<file path="src/hdl/three_point_signed_curvature_top_defines.svh">
// Assertion helpers shared by the curvature block.
`ifndef THREE_POINT_SIGNED_CURVATURE_TOP_DEFINES_SVH
`define THREE_POINT_SIGNED_CURVATURE_TOP_DEFINES_SVH

// Same-cycle implication, sampled on clk_i and quiet during reset.
`define TPSC_ASSERT_NOW(lbl, ante, cons, msg) \
  lbl: assert property (@(posedge clk_i) disable iff (!rst_ni) (ante) |-> (cons)) \
    else $error(msg);

// Next-cycle implication, sampled on clk_i and quiet during reset.
`define TPSC_ASSERT_NEXT(lbl, ante, cons, msg) \
  lbl: assert property (@(posedge clk_i) disable iff (!rst_ni) (ante) |=> (cons)) \
    else $error(msg);

`endif

</file>
<file path="src/hdl/tpsc_pkg.sv">
package tpsc_pkg;

  // Operations of the shared serial unit.
  typedef enum logic [1:0] {
    OP_MUL,
    OP_SQRT,
    OP_DIV
  } tpsc_op_e;

  // Command from the sequencer to the serial unit.
  typedef struct packed {
    logic     start;
    logic     clr;
    logic     sub;
    tpsc_op_e op;
  } tpsc_cmd_t;

  // Status from the serial unit back to the sequencer.
  typedef struct packed {
    logic busy;
    logic done;
  } tpsc_sts_t;

endpackage

</file>
<file path="src/hdl/tpsc_in_if.sv">
interface tpsc_in_if;
  logic               valid;
  logic               ready;
  logic signed [31:0] point_x;
  logic signed [31:0] point_y;
  logic               first_point;

  modport source (output valid, point_x, point_y, first_point, input ready);
  modport sink   (input valid, point_x, point_y, first_point, output ready);
endinterface

</file>
<file path="src/hdl/tpsc_out_if.sv">
interface tpsc_out_if;
  logic               valid;
  logic               ready;
  logic signed [31:0] curvature;
  logic               degenerate;
  logic               saturated;

  modport source (output valid, curvature, degenerate, saturated, input ready);
  modport sink   (input valid, curvature, degenerate, saturated, output ready);
endinterface

</file>
<file path="src/hdl/three_point_signed_curvature_top.sv">
// Signed curvature from the circle through the last three path points. Points
// come in as signed Q16.16 pairs; from the third point of a trajectory on, each
// point yields one result (1/R in Q16.16, saturated, or 0 with degenerate set
// when D is zero or 4*|D| is below collinear_threshold). The first two points
// of a trajectory are only stored and give no result. Every later point
// runs through a single shared bit-serial unit: eleven shift-add multiplies
// and three square roots of COORD_WIDTH+2 steps each, plus two restoring
// divides of max(2*COORD_WIDTH+2*FRAC_BITS+7, 64) steps (fewer in all when
// the points turn out collinear). Input is not taken while the unit works;
// a finished result waits in the output register while the next point is
// taken.
`include "three_point_signed_curvature_top_defines.svh"

module three_point_signed_curvature_top import tpsc_pkg::*; #(
  parameter int COORD_WIDTH = 32,
  parameter int FRAC_BITS   = 16
) (
  input  logic        clk_i,
  input  logic        rst_ni,
  input  logic        cfg_we_i,
  input  logic [31:0] cfg_data_i,
  tpsc_in_if.sink     point_i,
  tpsc_out_if.source  result_o
);

  localparam int CW  = COORD_WIDTH;
  localparam int OW  = CW + 2;
  localparam int AW  = 2 * OW + 2;
  localparam int NW0 = AW + 2 * FRAC_BITS + 1;
  localparam int NW  = (NW0 > 64) ? NW0 : 64;

  localparam logic [1:0] S_IDLE = 2'd0;
  localparam logic [1:0] S_RUN  = 2'd1;
  localparam logic [1:0] S_FIN  = 2'd2;

  localparam logic [3:0] ST_D0 = 4'd0;
  localparam logic [3:0] ST_D1 = 4'd1;
  localparam logic [3:0] ST_P0 = 4'd2;
  localparam logic [3:0] ST_P1 = 4'd3;
  localparam logic [3:0] ST_U0 = 4'd4;
  localparam logic [3:0] ST_U1 = 4'd5;
  localparam logic [3:0] ST_UR = 4'd6;
  localparam logic [3:0] ST_V0 = 4'd7;
  localparam logic [3:0] ST_V1 = 4'd8;
  localparam logic [3:0] ST_VR = 4'd9;
  localparam logic [3:0] ST_W0 = 4'd10;
  localparam logic [3:0] ST_W1 = 4'd11;
  localparam logic [3:0] ST_WR = 4'd12;
  localparam logic [3:0] ST_L  = 4'd13;
  localparam logic [3:0] ST_Q1 = 4'd14;
  localparam logic [3:0] ST_Q2 = 4'd15;

  // The negation stays at the difference width so the most negative value
  // turns into its full magnitude.
  function automatic logic [OW-1:0] mag_of(input logic [CW:0] d);
    logic [CW:0] neg_d;
    neg_d = -d;
    return d[CW] ? OW'(neg_d) : OW'(d);
  endfunction

  logic [1:0]  state_q, seen_q;
  logic [3:0]  stp_q;
  logic [31:0] thr_q;
  logic [CW-1:0] old_x_q, old_y_q, prv_x_q, prv_y_q;
  logic [CW:0] ux_q, uy_q, vx_q, vy_q, wx_q, wy_q;
  logic [CW:0] ux_d, uy_d, vx_d, vy_d, wx_d, wy_d;
  logic        dneg_q, dotneg_q;
  logic [AW-1:0] magd_q;
  logic [OW-1:0] lu_q, lv_q, lw_q;
  logic [31:0] pc_q, oc_q;
  logic        pd_q, ps_q, od_q, os_q, ov_q;

  logic [CW-1:0] cur_x, cur_y;
  logic [1:0]  seen_eff;
  logic        accept, full, issue, fin, fdeg, acc_neg, deg1, neg, ksat;
  logic [3:0]  nstep;
  logic [AW-1:0] acc_mag;
  logic [31:0] kval;

  tpsc_cmd_t       cmd;
  tpsc_sts_t       sts;
  logic [OW-1:0]   mul_a, mul_b;
  logic [2*OW-1:0] rad, den;
  logic [NW-1:0]   num;
  logic [AW-1:0]   acc_o;
  logic [63:0]     res_o;
  logic            over_o;

  tpsc_serial_unit #(.OW(OW), .NW(NW)) u_unit (
    .clk_i  (clk_i),
    .rst_ni (rst_ni),
    .cmd_i  (cmd),
    .mul_a_i(mul_a),
    .mul_b_i(mul_b),
    .rad_i  (rad),
    .num_i  (num),
    .den_i  (den),
    .sts_o  (sts),
    .acc_o  (acc_o),
    .res_o  (res_o),
    .over_o (over_o)
  );

  // Input side: history bookkeeping and chord vectors.
  always_comb begin
    accept   = point_i.valid && point_i.ready;
    cur_x    = CW'(point_i.point_x);
    cur_y    = CW'(point_i.point_y);
    seen_eff = point_i.first_point ? 2'd0 : seen_q;
    full     = (seen_eff == 2'd2);
    ux_d = {prv_x_q[CW-1], prv_x_q} - {old_x_q[CW-1], old_x_q};
    uy_d = {prv_y_q[CW-1], prv_y_q} - {old_y_q[CW-1], old_y_q};
    vx_d = {cur_x[CW-1], cur_x} - {old_x_q[CW-1], old_x_q};
    vy_d = {cur_y[CW-1], cur_y} - {old_y_q[CW-1], old_y_q};
    wx_d = {cur_x[CW-1], cur_x} - {prv_x_q[CW-1], prv_x_q};
    wy_d = {cur_y[CW-1], cur_y} - {prv_y_q[CW-1], prv_y_q};
  end

  // Result checks on the unit's outputs.
  always_comb begin
    acc_neg = acc_o[AW-1];
    acc_mag = acc_neg ? -acc_o : acc_o;
    deg1    = (acc_mag == '0) ||
              (((AW + 2)'(acc_mag) << 2) < (AW + 2)'(thr_q));
    neg     = dneg_q ^ dotneg_q;
    if (!neg) begin
      ksat = res_o > 64'h0000_0000_7fff_ffff;
      kval = ksat ? 32'h7fff_ffff : res_o[31:0];
    end else begin
      ksat = res_o > 64'h0000_0000_8000_0000;
      kval = ksat ? 32'h8000_0000 : -res_o[31:0];
    end
  end

  // Sequencer: decide when to start the next unit operation or finish.
  always_comb begin
    issue = 1'b0;
    fin   = 1'b0;
    fdeg  = 1'b0;
    nstep = stp_q + 4'd1;
    if (accept && full) begin
      issue = 1'b1;
      nstep = ST_D0;
    end
    if (state_q == S_RUN && sts.done) begin
      case (stp_q)
        ST_D1: begin
          if (deg1) begin
            fin  = 1'b1;
            fdeg = 1'b1;
          end else begin
            issue = 1'b1;
          end
        end
        ST_L: begin
          if (lw_q == '0 || acc_o == '0) begin
            fin  = 1'b1;
            fdeg = 1'b1;
          end else begin
            issue = 1'b1;
          end
        end
        ST_Q2: fin = 1'b1;
        default: issue = 1'b1;
      endcase
    end
  end

  // Operand selection for the step being started.
  always_comb begin
    cmd.start = issue;
    cmd.clr   = 1'b0;
    cmd.sub   = 1'b0;
    cmd.op    = OP_MUL;
    mul_a     = '0;
    mul_b     = '0;
    rad       = (2 * OW)'(acc_o);
    num       = '0;
    den       = '0;
    case (nstep)
      ST_D0: begin
        cmd.clr = 1'b1;
        cmd.sub = ux_d[CW] ^ vy_d[CW];
        mul_a   = mag_of(ux_d);
        mul_b   = mag_of(vy_d);
      end
      ST_D1: begin
        cmd.sub = !(uy_q[CW] ^ vx_q[CW]);
        mul_a   = mag_of(uy_q);
        mul_b   = mag_of(vx_q);
      end
      ST_P0: begin
        cmd.clr = 1'b1;
        cmd.sub = vx_q[CW] ^ wx_q[CW];
        mul_a   = mag_of(vx_q);
        mul_b   = mag_of(wx_q);
      end
      ST_P1: begin
        cmd.sub = vy_q[CW] ^ wy_q[CW];
        mul_a   = mag_of(vy_q);
        mul_b   = mag_of(wy_q);
      end
      ST_U0: begin
        cmd.clr = 1'b1;
        mul_a   = mag_of(ux_q);
        mul_b   = mag_of(ux_q);
      end
      ST_U1: begin
        mul_a = mag_of(uy_q);
        mul_b = mag_of(uy_q);
      end
      ST_V0: begin
        cmd.clr = 1'b1;
        mul_a   = mag_of(vx_q);
        mul_b   = mag_of(vx_q);
      end
      ST_V1: begin
        mul_a = mag_of(vy_q);
        mul_b = mag_of(vy_q);
      end
      ST_W0: begin
        cmd.clr = 1'b1;
        mul_a   = mag_of(wx_q);
        mul_b   = mag_of(wx_q);
      end
      ST_W1: begin
        mul_a = mag_of(wy_q);
        mul_b = mag_of(wy_q);
      end
      ST_UR, ST_VR, ST_WR: cmd.op = OP_SQRT;
      ST_L: begin
        cmd.clr = 1'b1;
        mul_a   = lu_q;
        mul_b   = lv_q;
      end
      ST_Q1: begin
        cmd.op = OP_DIV;
        num    = NW'(magd_q) << (2 * FRAC_BITS + 1);
        den    = (2 * OW)'(acc_o);
      end
      ST_Q2: begin
        cmd.op = OP_DIV;
        num    = NW'(over_o ? 64'hffff_ffff_ffff_ffff : res_o);
        den    = (2 * OW)'(lw_q);
      end
      default: begin
      end
    endcase
  end

  // Control state.
  always_ff @(posedge clk_i or negedge rst_ni) begin
    if (!rst_ni) begin
      state_q <= S_IDLE;
      stp_q   <= ST_D0;
      seen_q  <= 2'd0;
      thr_q   <= 32'd429;
      ov_q    <= 1'b0;
      old_x_q <= '0;
      old_y_q <= '0;
      prv_x_q <= '0;
      prv_y_q <= '0;
    end else begin
      if (cfg_we_i) begin
        thr_q <= cfg_data_i;
      end
      if (issue) begin
        stp_q <= nstep;
      end
      if (accept) begin
        old_x_q <= prv_x_q;
        old_y_q <= prv_y_q;
        prv_x_q <= cur_x;
        prv_y_q <= cur_y;
        seen_q  <= full ? seen_eff : seen_eff + 2'd1;
        if (full) begin
          state_q <= S_RUN;
        end
      end
      // A new result loads the output register; a taken one empties it.
      if (state_q == S_FIN && (!ov_q || result_o.ready)) begin
        ov_q <= 1'b1;
      end else if (result_o.valid && result_o.ready) begin
        ov_q <= 1'b0;
      end
      case (state_q)
        S_RUN: begin
          if (fin) begin
            state_q <= S_FIN;
          end
        end
        S_FIN: begin
          if (!ov_q || result_o.ready) begin
            state_q <= S_IDLE;
          end
        end
        default: begin
        end
      endcase
    end
  end

  // Datapath registers of the sequencer.
  always_ff @(posedge clk_i) begin
    if (accept && full) begin
      ux_q <= ux_d;
      uy_q <= uy_d;
      vx_q <= vx_d;
      vy_q <= vy_d;
      wx_q <= wx_d;
      wy_q <= wy_d;
    end
    if (state_q == S_RUN && sts.done) begin
      case (stp_q)
        ST_D1: begin
          dneg_q <= acc_neg;
          magd_q <= acc_mag;
        end
        ST_P1: dotneg_q <= acc_neg;
        ST_UR: lu_q <= res_o[OW-1:0];
        ST_VR: lv_q <= res_o[OW-1:0];
        ST_WR: lw_q <= res_o[OW-1:0];
        default: begin
        end
      endcase
    end
    if (fin) begin
      pc_q <= fdeg ? 32'd0 : kval;
      pd_q <= fdeg;
      ps_q <= fdeg ? 1'b0 : ksat;
    end
    if (state_q == S_FIN && (!ov_q || result_o.ready)) begin
      oc_q <= pc_q;
      od_q <= pd_q;
      os_q <= ps_q;
    end
  end

  assign point_i.ready       = (state_q == S_IDLE);
  assign result_o.valid      = ov_q;
  assign result_o.curvature  = oc_q;
  assign result_o.degenerate = od_q;
  assign result_o.saturated  = os_q;

  `TPSC_ASSERT_NOW(a_no_start_while_busy, cmd.start, !sts.busy, "unit restarted while busy")
  `TPSC_ASSERT_NEXT(a_start_makes_busy, cmd.start, sts.busy, "unit did not start")
  `TPSC_ASSERT_NOW(a_degenerate_zero, result_o.valid && result_o.degenerate,
    result_o.curvature == 32'd0 && !result_o.saturated, "degenerate result not zero")
  `TPSC_ASSERT_NOW(a_sat_at_limit, result_o.valid && result_o.saturated,
    result_o.curvature == 32'h7fff_ffff || result_o.curvature == 32'h8000_0000,
    "saturated result not at a limit")

endmodule

</file>
<file path="src/hdl/tpsc_serial_unit.sv">
module tpsc_serial_unit import tpsc_pkg::*; #(
  parameter int OW = 34,
  parameter int NW = 103
) (
  input  logic            clk_i,
  input  logic            rst_ni,
  input  tpsc_cmd_t       cmd_i,
  input  logic [OW-1:0]   mul_a_i,
  input  logic [OW-1:0]   mul_b_i,
  input  logic [2*OW-1:0] rad_i,
  input  logic [NW-1:0]   num_i,
  input  logic [2*OW-1:0] den_i,
  output tpsc_sts_t       sts_o,
  output logic [2*OW+1:0] acc_o,
  output logic [63:0]     res_o,
  output logic            over_o
);

  localparam int AW  = 2 * OW + 2;
  localparam int RW  = 2 * OW + 1;
  localparam int CNW = $clog2(NW + 1);

  logic           busy_q, done_q;
  logic [CNW-1:0] cnt_q;
  tpsc_op_e       op_q;
  logic           sub_q;
  logic [AW-1:0]  acc_q;
  logic [2*OW-1:0] mcand_q;
  logic [OW-1:0]  mplier_q;
  logic [NW-1:0]  shf_q;
  logic [2*OW-1:0] den_q;
  logic [RW-1:0]  rem_q;
  logic [63:0]    res_q;
  logic           over_q;

  logic [AW-1:0] mul_sum;
  logic [RW-1:0] sq_sh, sq_tr, dv_sh;
  logic          sq_ge, dv_ge;

  // One step of each operation: accumulate, root digit, or quotient bit.
  always_comb begin
    mul_sum = sub_q ? acc_q - AW'(mcand_q) : acc_q + AW'(mcand_q);
    sq_sh   = {rem_q[RW-3:0], shf_q[NW-1:NW-2]};
    sq_tr   = RW'({res_q, 2'b01});
    sq_ge   = sq_sh >= sq_tr;
    dv_sh   = {rem_q[RW-2:0], shf_q[NW-1]};
    dv_ge   = dv_sh >= RW'(den_q);
  end

  // Step counter and done pulse.
  always_ff @(posedge clk_i or negedge rst_ni) begin
    if (!rst_ni) begin
      busy_q <= 1'b0;
      done_q <= 1'b0;
      cnt_q  <= '0;
    end else if (cmd_i.start) begin
      busy_q <= 1'b1;
      done_q <= 1'b0;
      cnt_q  <= (cmd_i.op == OP_DIV) ? CNW'(NW) : CNW'(OW);
    end else if (busy_q) begin
      cnt_q <= cnt_q - 1'b1;
      if (cnt_q == CNW'(1)) begin
        busy_q <= 1'b0;
        done_q <= 1'b1;
      end
    end else begin
      done_q <= 1'b0;
    end
  end

  // Operand load and datapath registers.
  always_ff @(posedge clk_i) begin
    if (cmd_i.start) begin
      op_q     <= cmd_i.op;
      sub_q    <= cmd_i.sub;
      mcand_q  <= (2 * OW)'(mul_a_i);
      mplier_q <= mul_b_i;
      den_q    <= den_i;
      shf_q    <= (cmd_i.op == OP_SQRT) ? (NW'(rad_i) << (NW - 2 * OW)) : num_i;
      if (cmd_i.op == OP_MUL) begin
        if (cmd_i.clr) begin
          acc_q <= '0;
        end
      end else begin
        rem_q  <= '0;
        res_q  <= '0;
        over_q <= 1'b0;
      end
    end else if (busy_q) begin
      case (op_q)
        OP_MUL: begin
          if (mplier_q[0]) begin
            acc_q <= mul_sum;
          end
          mcand_q  <= mcand_q << 1;
          mplier_q <= mplier_q >> 1;
        end
        OP_SQRT: begin
          rem_q <= sq_ge ? sq_sh - sq_tr : sq_sh;
          res_q <= {res_q[62:0], sq_ge};
          shf_q <= shf_q << 2;
        end
        OP_DIV: begin
          rem_q  <= dv_ge ? dv_sh - RW'(den_q) : dv_sh;
          over_q <= over_q | res_q[63];
          res_q  <= {res_q[62:0], dv_ge};
          shf_q  <= shf_q << 1;
        end
        default: begin
        end
      endcase
    end
  end

  assign sts_o.busy = busy_q;
  assign sts_o.done = done_q;
  assign acc_o      = acc_q;
  assign res_o      = res_q;
  assign over_o     = over_q;

endmodule

</file>
<file path="src/flat_wrapper.sv">
// flat-port wrapper written by rule: the top's interface ports become plain ports
module three_point_signed_curvature_top_flat import tpsc_pkg::*;
#(
  parameter int COORD_WIDTH = 32,
  parameter int FRAC_BITS   = 16
)
  (clk_i, rst_ni, cfg_we_i, cfg_data_i, point_i_valid, point_i_point_x, point_i_point_y, point_i_first_point, point_i_ready, result_o_valid, result_o_curvature, result_o_degenerate, result_o_saturated, result_o_ready);
  tpsc_in_if point_i_i ();
  tpsc_out_if result_o_i ();
  input  logic clk_i;
  input  logic rst_ni;
  input  logic cfg_we_i;
  input  logic [31:0] cfg_data_i;
  input wire logic [$bits(point_i_i.valid)-1:0] point_i_valid;
  input wire logic [$bits(point_i_i.point_x)-1:0] point_i_point_x;
  input wire logic [$bits(point_i_i.point_y)-1:0] point_i_point_y;
  input wire logic [$bits(point_i_i.first_point)-1:0] point_i_first_point;
  output wire logic [$bits(point_i_i.ready)-1:0] point_i_ready;
  output wire logic [$bits(result_o_i.valid)-1:0] result_o_valid;
  output wire logic [$bits(result_o_i.curvature)-1:0] result_o_curvature;
  output wire logic [$bits(result_o_i.degenerate)-1:0] result_o_degenerate;
  output wire logic [$bits(result_o_i.saturated)-1:0] result_o_saturated;
  input wire logic [$bits(result_o_i.ready)-1:0] result_o_ready;
  assign point_i_i.valid = point_i_valid;
  assign point_i_i.point_x = point_i_point_x;
  assign point_i_i.point_y = point_i_point_y;
  assign point_i_i.first_point = point_i_first_point;
  assign point_i_ready = point_i_i.ready;
  assign result_o_valid = result_o_i.valid;
  assign result_o_curvature = result_o_i.curvature;
  assign result_o_degenerate = result_o_i.degenerate;
  assign result_o_saturated = result_o_i.saturated;
  assign result_o_i.ready = result_o_ready;
  three_point_signed_curvature_top #(.COORD_WIDTH(COORD_WIDTH), .FRAC_BITS(FRAC_BITS)) u_core (.clk_i(clk_i), .rst_ni(rst_ni), .cfg_we_i(cfg_we_i), .cfg_data_i(cfg_data_i), .point_i(point_i_i), .result_o(result_o_i));
endmodule
</file>
<file path="config.mk">
export PLATFORM = sky130hd
export DESIGN_NAME = three_point_signed_curvature_top_flat
export DESIGN_NICKNAME = d
export VERILOG_FILES = /design/src/hdl/tpsc_pkg.sv /design/src/hdl/tpsc_in_if.sv /design/src/hdl/tpsc_out_if.sv /design/src/hdl/three_point_signed_curvature_top.sv /design/src/hdl/tpsc_serial_unit.sv /design/src/flat_wrapper.sv
export VERILOG_INCLUDE_DIRS = /design/src /design/src/hdl
export SDC_FILE = /design/constraint.sdc
export NUM_CORES = 2
export LEC_CHECK = 0
export ABC_AREA = 1
export BUFFER_PORTS_ARGS = -buffer_cell sky130_fd_sc_hd__buf_2
export CORE_MARGIN = 2
export CORE_UTILIZATION = 35
export CTS_BUF_LIST = sky130_fd_sc_hd__clkbuf_4
export DETAILED_ROUTE_END_ITERATION = 10
export GPL_TIMING_DRIVEN = 0
export PLACE_DENSITY_LB_ADDON = 0.2
export REMOVE_ABC_BUFFERS = 1
export SKIP_LAST_GASP = 1
export SLEW_MARGIN = 10
export SYNTH_ARGS = -nofsm -noshare
export SYNTH_HDL_FRONTEND = slang
export SYNTH_SLANG_ARGS = --single-unit
</file>
<file path="constraint.sdc">
create_clock -name clk_i -period 10.99 [get_ports clk_i]
set_clock_uncertainty 0.1 [all_clocks]
set_input_delay 1.6485 -clock clk_i [delete_from_list [all_inputs] [get_ports clk_i]]
set_output_delay 1.6485 -clock clk_i [all_outputs]
set_load 0.01 [all_outputs]
</file>
==> metrics.md <==
| Metric | Value |
|---|---|
| Setup_tns | 0 ps |
| GRT met1 Usage | 0.3595 |
| CP peak stage delay | 640 ps |
| EDFF count, synth | 885 |
| Worst path required time | 11890 ps |
| Yosys warnings | 0 |
| Gpl congestion | 0.9933 |
| Die Wd | 491.1 um |
| VDD IR max | 166.6 uV |
| CP bufs+invs | 7 |
| CTS tree | built |
| Sw frac | 0.5420 |
| Largest net degree at the start of global routing | 146 |
| I/O Pins | 138 |
| Reg area | 31720 um2 |
| GR peak layer | met2 |
| Max Root-Sink Buffers | 4 |
| Crit-path most repeated cell | nand2_1 |
| Vias in the first global route | 76470 |
| Drt pass-1 iters | 6 |
| Initial core utilization | 0.3525 |
| WHS | 302.4 ps |
| Final setup viols | 0 |
| # H-tree levels | 5 |
| Switching pwr | 18.01 mW |
| PD cells | 361.6 nW/um2 |
| Flops & latches, synth | 1097 |
| Congestion Overflow GR | 0 |
| Largest delay contributor family on the critical path | buffers and inverters |
| Worst Setup Start Kind | register |
| Tot Pwr | 33.24 mW |
| Outcome | finished, final reports clean |
| Fin util | 0.3901 |
| CP arrival | 8660 ps |
| Internal power | 15.22 mW |
| Initial antenna violation count | 12 |
| Cell Rows | 178 |
| Register share of total power | 0.246 |
| DRC | 0 |
| Final Max Tran Viols | 0 |
| Setup CP Type | register to register |
| Sequential fraction of the synthesis area | 0.3819 |
| Sink Count | 1097 |
| Die height | 491.1 um |
| Post-synthesis cell area | 83050 um2 |
| Slew margin rel. | 0.09765 |
| Post-synth top flop | edfxtp_1 |
| Area of the multi-input gates | 44720 um2 |
| Final hold violation count | 0 |
| Post-Synthesis Cells | 11150 |
| Number of fill cells in the layout | 25250 |
| Initial detailed-routing violation count | 6885 |
| Syn avg cell area | 7.450 um2 |
| Crit path max-delay cell type | inv_1 |
| First-pass GRT wire length | 505600 um |
| CTS root buffer | clkbuf_4 |
| Synth top area share | 0.3200 |
| Commonest cells in the netlist | nand2_1 (2400), inv_1 (1450), nor2_1 (1305) |
| GRT Util Overall | 0.2813 |
| Total Wirelength | 349000 um |
| Final #Nets | 11930 |
| CP max FO | 123 |
| Routed Antenna Nets | 0 |
| Area growth syn-to-layout | 10.69% |
| Max-Cap Viols | 0 |
| Top cells by area, synth | edfxtp_1 (32%), nand2_1 (11%), ha_1 (6.8%), inv_1 (6.6%), nor2_1 (5.9%) |
| Most frequent cell after synthesis | nand2_1 |
| Highest clock rate | 128.9 MHz |
| Tightest Hold Check Type | register to register |
| Yosys cell types | 70 |
| PortBufs | 137 |
| Pre-CTS worst setup slack | 2571 ps |
| Period utilization | 0.7060 |
| Comb pwr share | 0.633 |
| Leakage Power | 39.32 nW |
| Via-to-Cell Ratio | 5.309 |
| Die area | 241200 um2 |
| Clk_lat worst skew | 1420 ps |
| Postcts setup bufs | 0 |
| Routing usage on met2 | 0.4643 |
| Clk slew on worst S/H paths | 70 ps |
| M3 GR Usage | 0.03695 |
| RSZ-0062 raised after global routing | false |
| Clk network pwr share | 0.121 |
| Num CTS Buffers | 333 |
| Final setup margin | 3231 ps |
| CP Capture Type | register |
| Post-synth ARST share | 0.1623 |
| Worst-Margin Slew | 1339 ps |
| Per-cell routed wire length | 23.64 um |
| Leading area contributor after synthesis | edfxtp_1 |
| Dpl hpwl | 284800 um |
| Core Region | 235600 um2 |
| Via count | 78380 |
| Minimum clock period | 7759 ps |
| Layout cells sized above 1 | 0.07224 |
==> power groups by stage <==
| stage | Clock (mW) | Combinational (mW) | Sequential [mW] |
|---|---|---|---|
| after floorplan | 0 | 13.9 | 7.56 |
| after global placement | 0 | 20.6 | 8.40 |
| after detailed placement | 0 | 20.8 | 8.20 |
| after CTS | 4.15 | 20.9 | 8.13 |
| after global routing | 4.35 | 23.3 | 8.30 |
| final | 4.01 | 21.0 | 8.18 |
==> logic make-up (layout without fill, tap and decap cells) <==
kind of cell             after synthesis  count (layout)  share of synthesized area
AO/OA/AOI/OAI                       2264            2264                     0.1520
XOR/XNOR                             562             562                    0.05936
adder cells (fa/ha/maj)              457             457                    0.06957
buffers and inverters               1779            2230                    0.08231
flip-flops                          1097            1097                     0.3819
multiplexers                          49              49                   0.005935
other                                  0              12                          0
AND/OR/NAND/NOR                     4941            4941                     0.2489
==> state kept, by name (all words and copies together) (netlist names), 34 cells and up <==
register / cells
u_core.lu_q: 34
u_core.lv_q: 34
u_core.lw_q: 34
u_core.magd_q: 70
u_core.u_unit.acc_o: 70
u_core.u_unit.den_q: 68
u_core.u_unit.mcand_q: 68
u_core.u_unit.mplier_q: 34
u_core.u_unit.rem_q: 68
u_core.u_unit.res_o: 64
u_core.u_unit.shf_q: 103
==> final timing paths <==
| check | startpoint | end | slack (ps) | depth (start not counted) |
|---|---|---|---|---|
| max in group asynchronous | rst_ni | u_core.stp_q[2] | 9350 | 3 |
| min in group asynchronous | rst_ni | u_core.prv_x_q[30] | 600 | 2 |
| worst max register to register | u_core.u_unit.acc_o[69] | u_core.u_unit.rem_q[12] | 3230 | 25 |
| worst min register to register | u_core.pc_q[21] | u_core.result_o.curvature[21] | 300 | 0 |
| worst min-delay path | u_core.pc_q[21] | u_core.result_o.curvature[21] | 300 | 0 |
| worst max-delay path | u_core.u_unit.acc_o[69] | u_core.u_unit.rem_q[12] | 3230 | 25 |
==> per-stage QoR <==
stage               instance area, um2  cells
floorplan                        81720  10840
global placement                 86350  14120
detailed placement               87850  14180
CTS                              91900  14750
global route                     91920  14760
finish                           91930  14760
==> area by class of cell <==
cell class                      count  area share
Antenna cell                       12   0.0003266
Timing Repair Buffer              195     0.02110
Sequential cell                  1097      0.3450
Tap cell                         3150     0.04287
Clock buffer                      473     0.03863
Multi-Input combinational cell   8273      0.4865
Inverter                         1467     0.06023
Clock inverter                     95    0.005335
==> cells in the final DEF (no fill, tap or decap), types with 19 or more instances in the layout <==
cell type,instances
ha_1,448
o21a_1,56
a21boi_0,40
clkinv_1,73
nor2_1,1291
buf_16,25
nor3_1,186
nand3_1,700
edfxtp_1,885
xor2_1,393
dfrtp_1,172
o21ai_0,856
clkinv_2,21
a21oi_1,820
a31oi_1,120
o21bai_1,40
nand3b_1,26
mux2i_1,47
or2_2,38
a221oi_1,26
o211ai_1,128
nand2_1,2393
a21o_1,29
buf_2,136
nor4_1,58
buf_12,19
nand4_1,161
dfxtp_1,34
inv_1,1444
o21ai_1,50
clkbuf_4,473
xnor2_1,167
==> what timing repair did <==
action | CTS | global route
endpoints found under the hold margin | 17 | 0
hold buffers | 1 | 0
resized for setup | 0 | 0
==> metal layers <==
metal,vias up,wire [um]
met3,587,17710
met5,-,49
met2,2509,162200
li1,38230,-
met1,37040,149300
met4,8,19670
(Power assumes the default switching activity.)
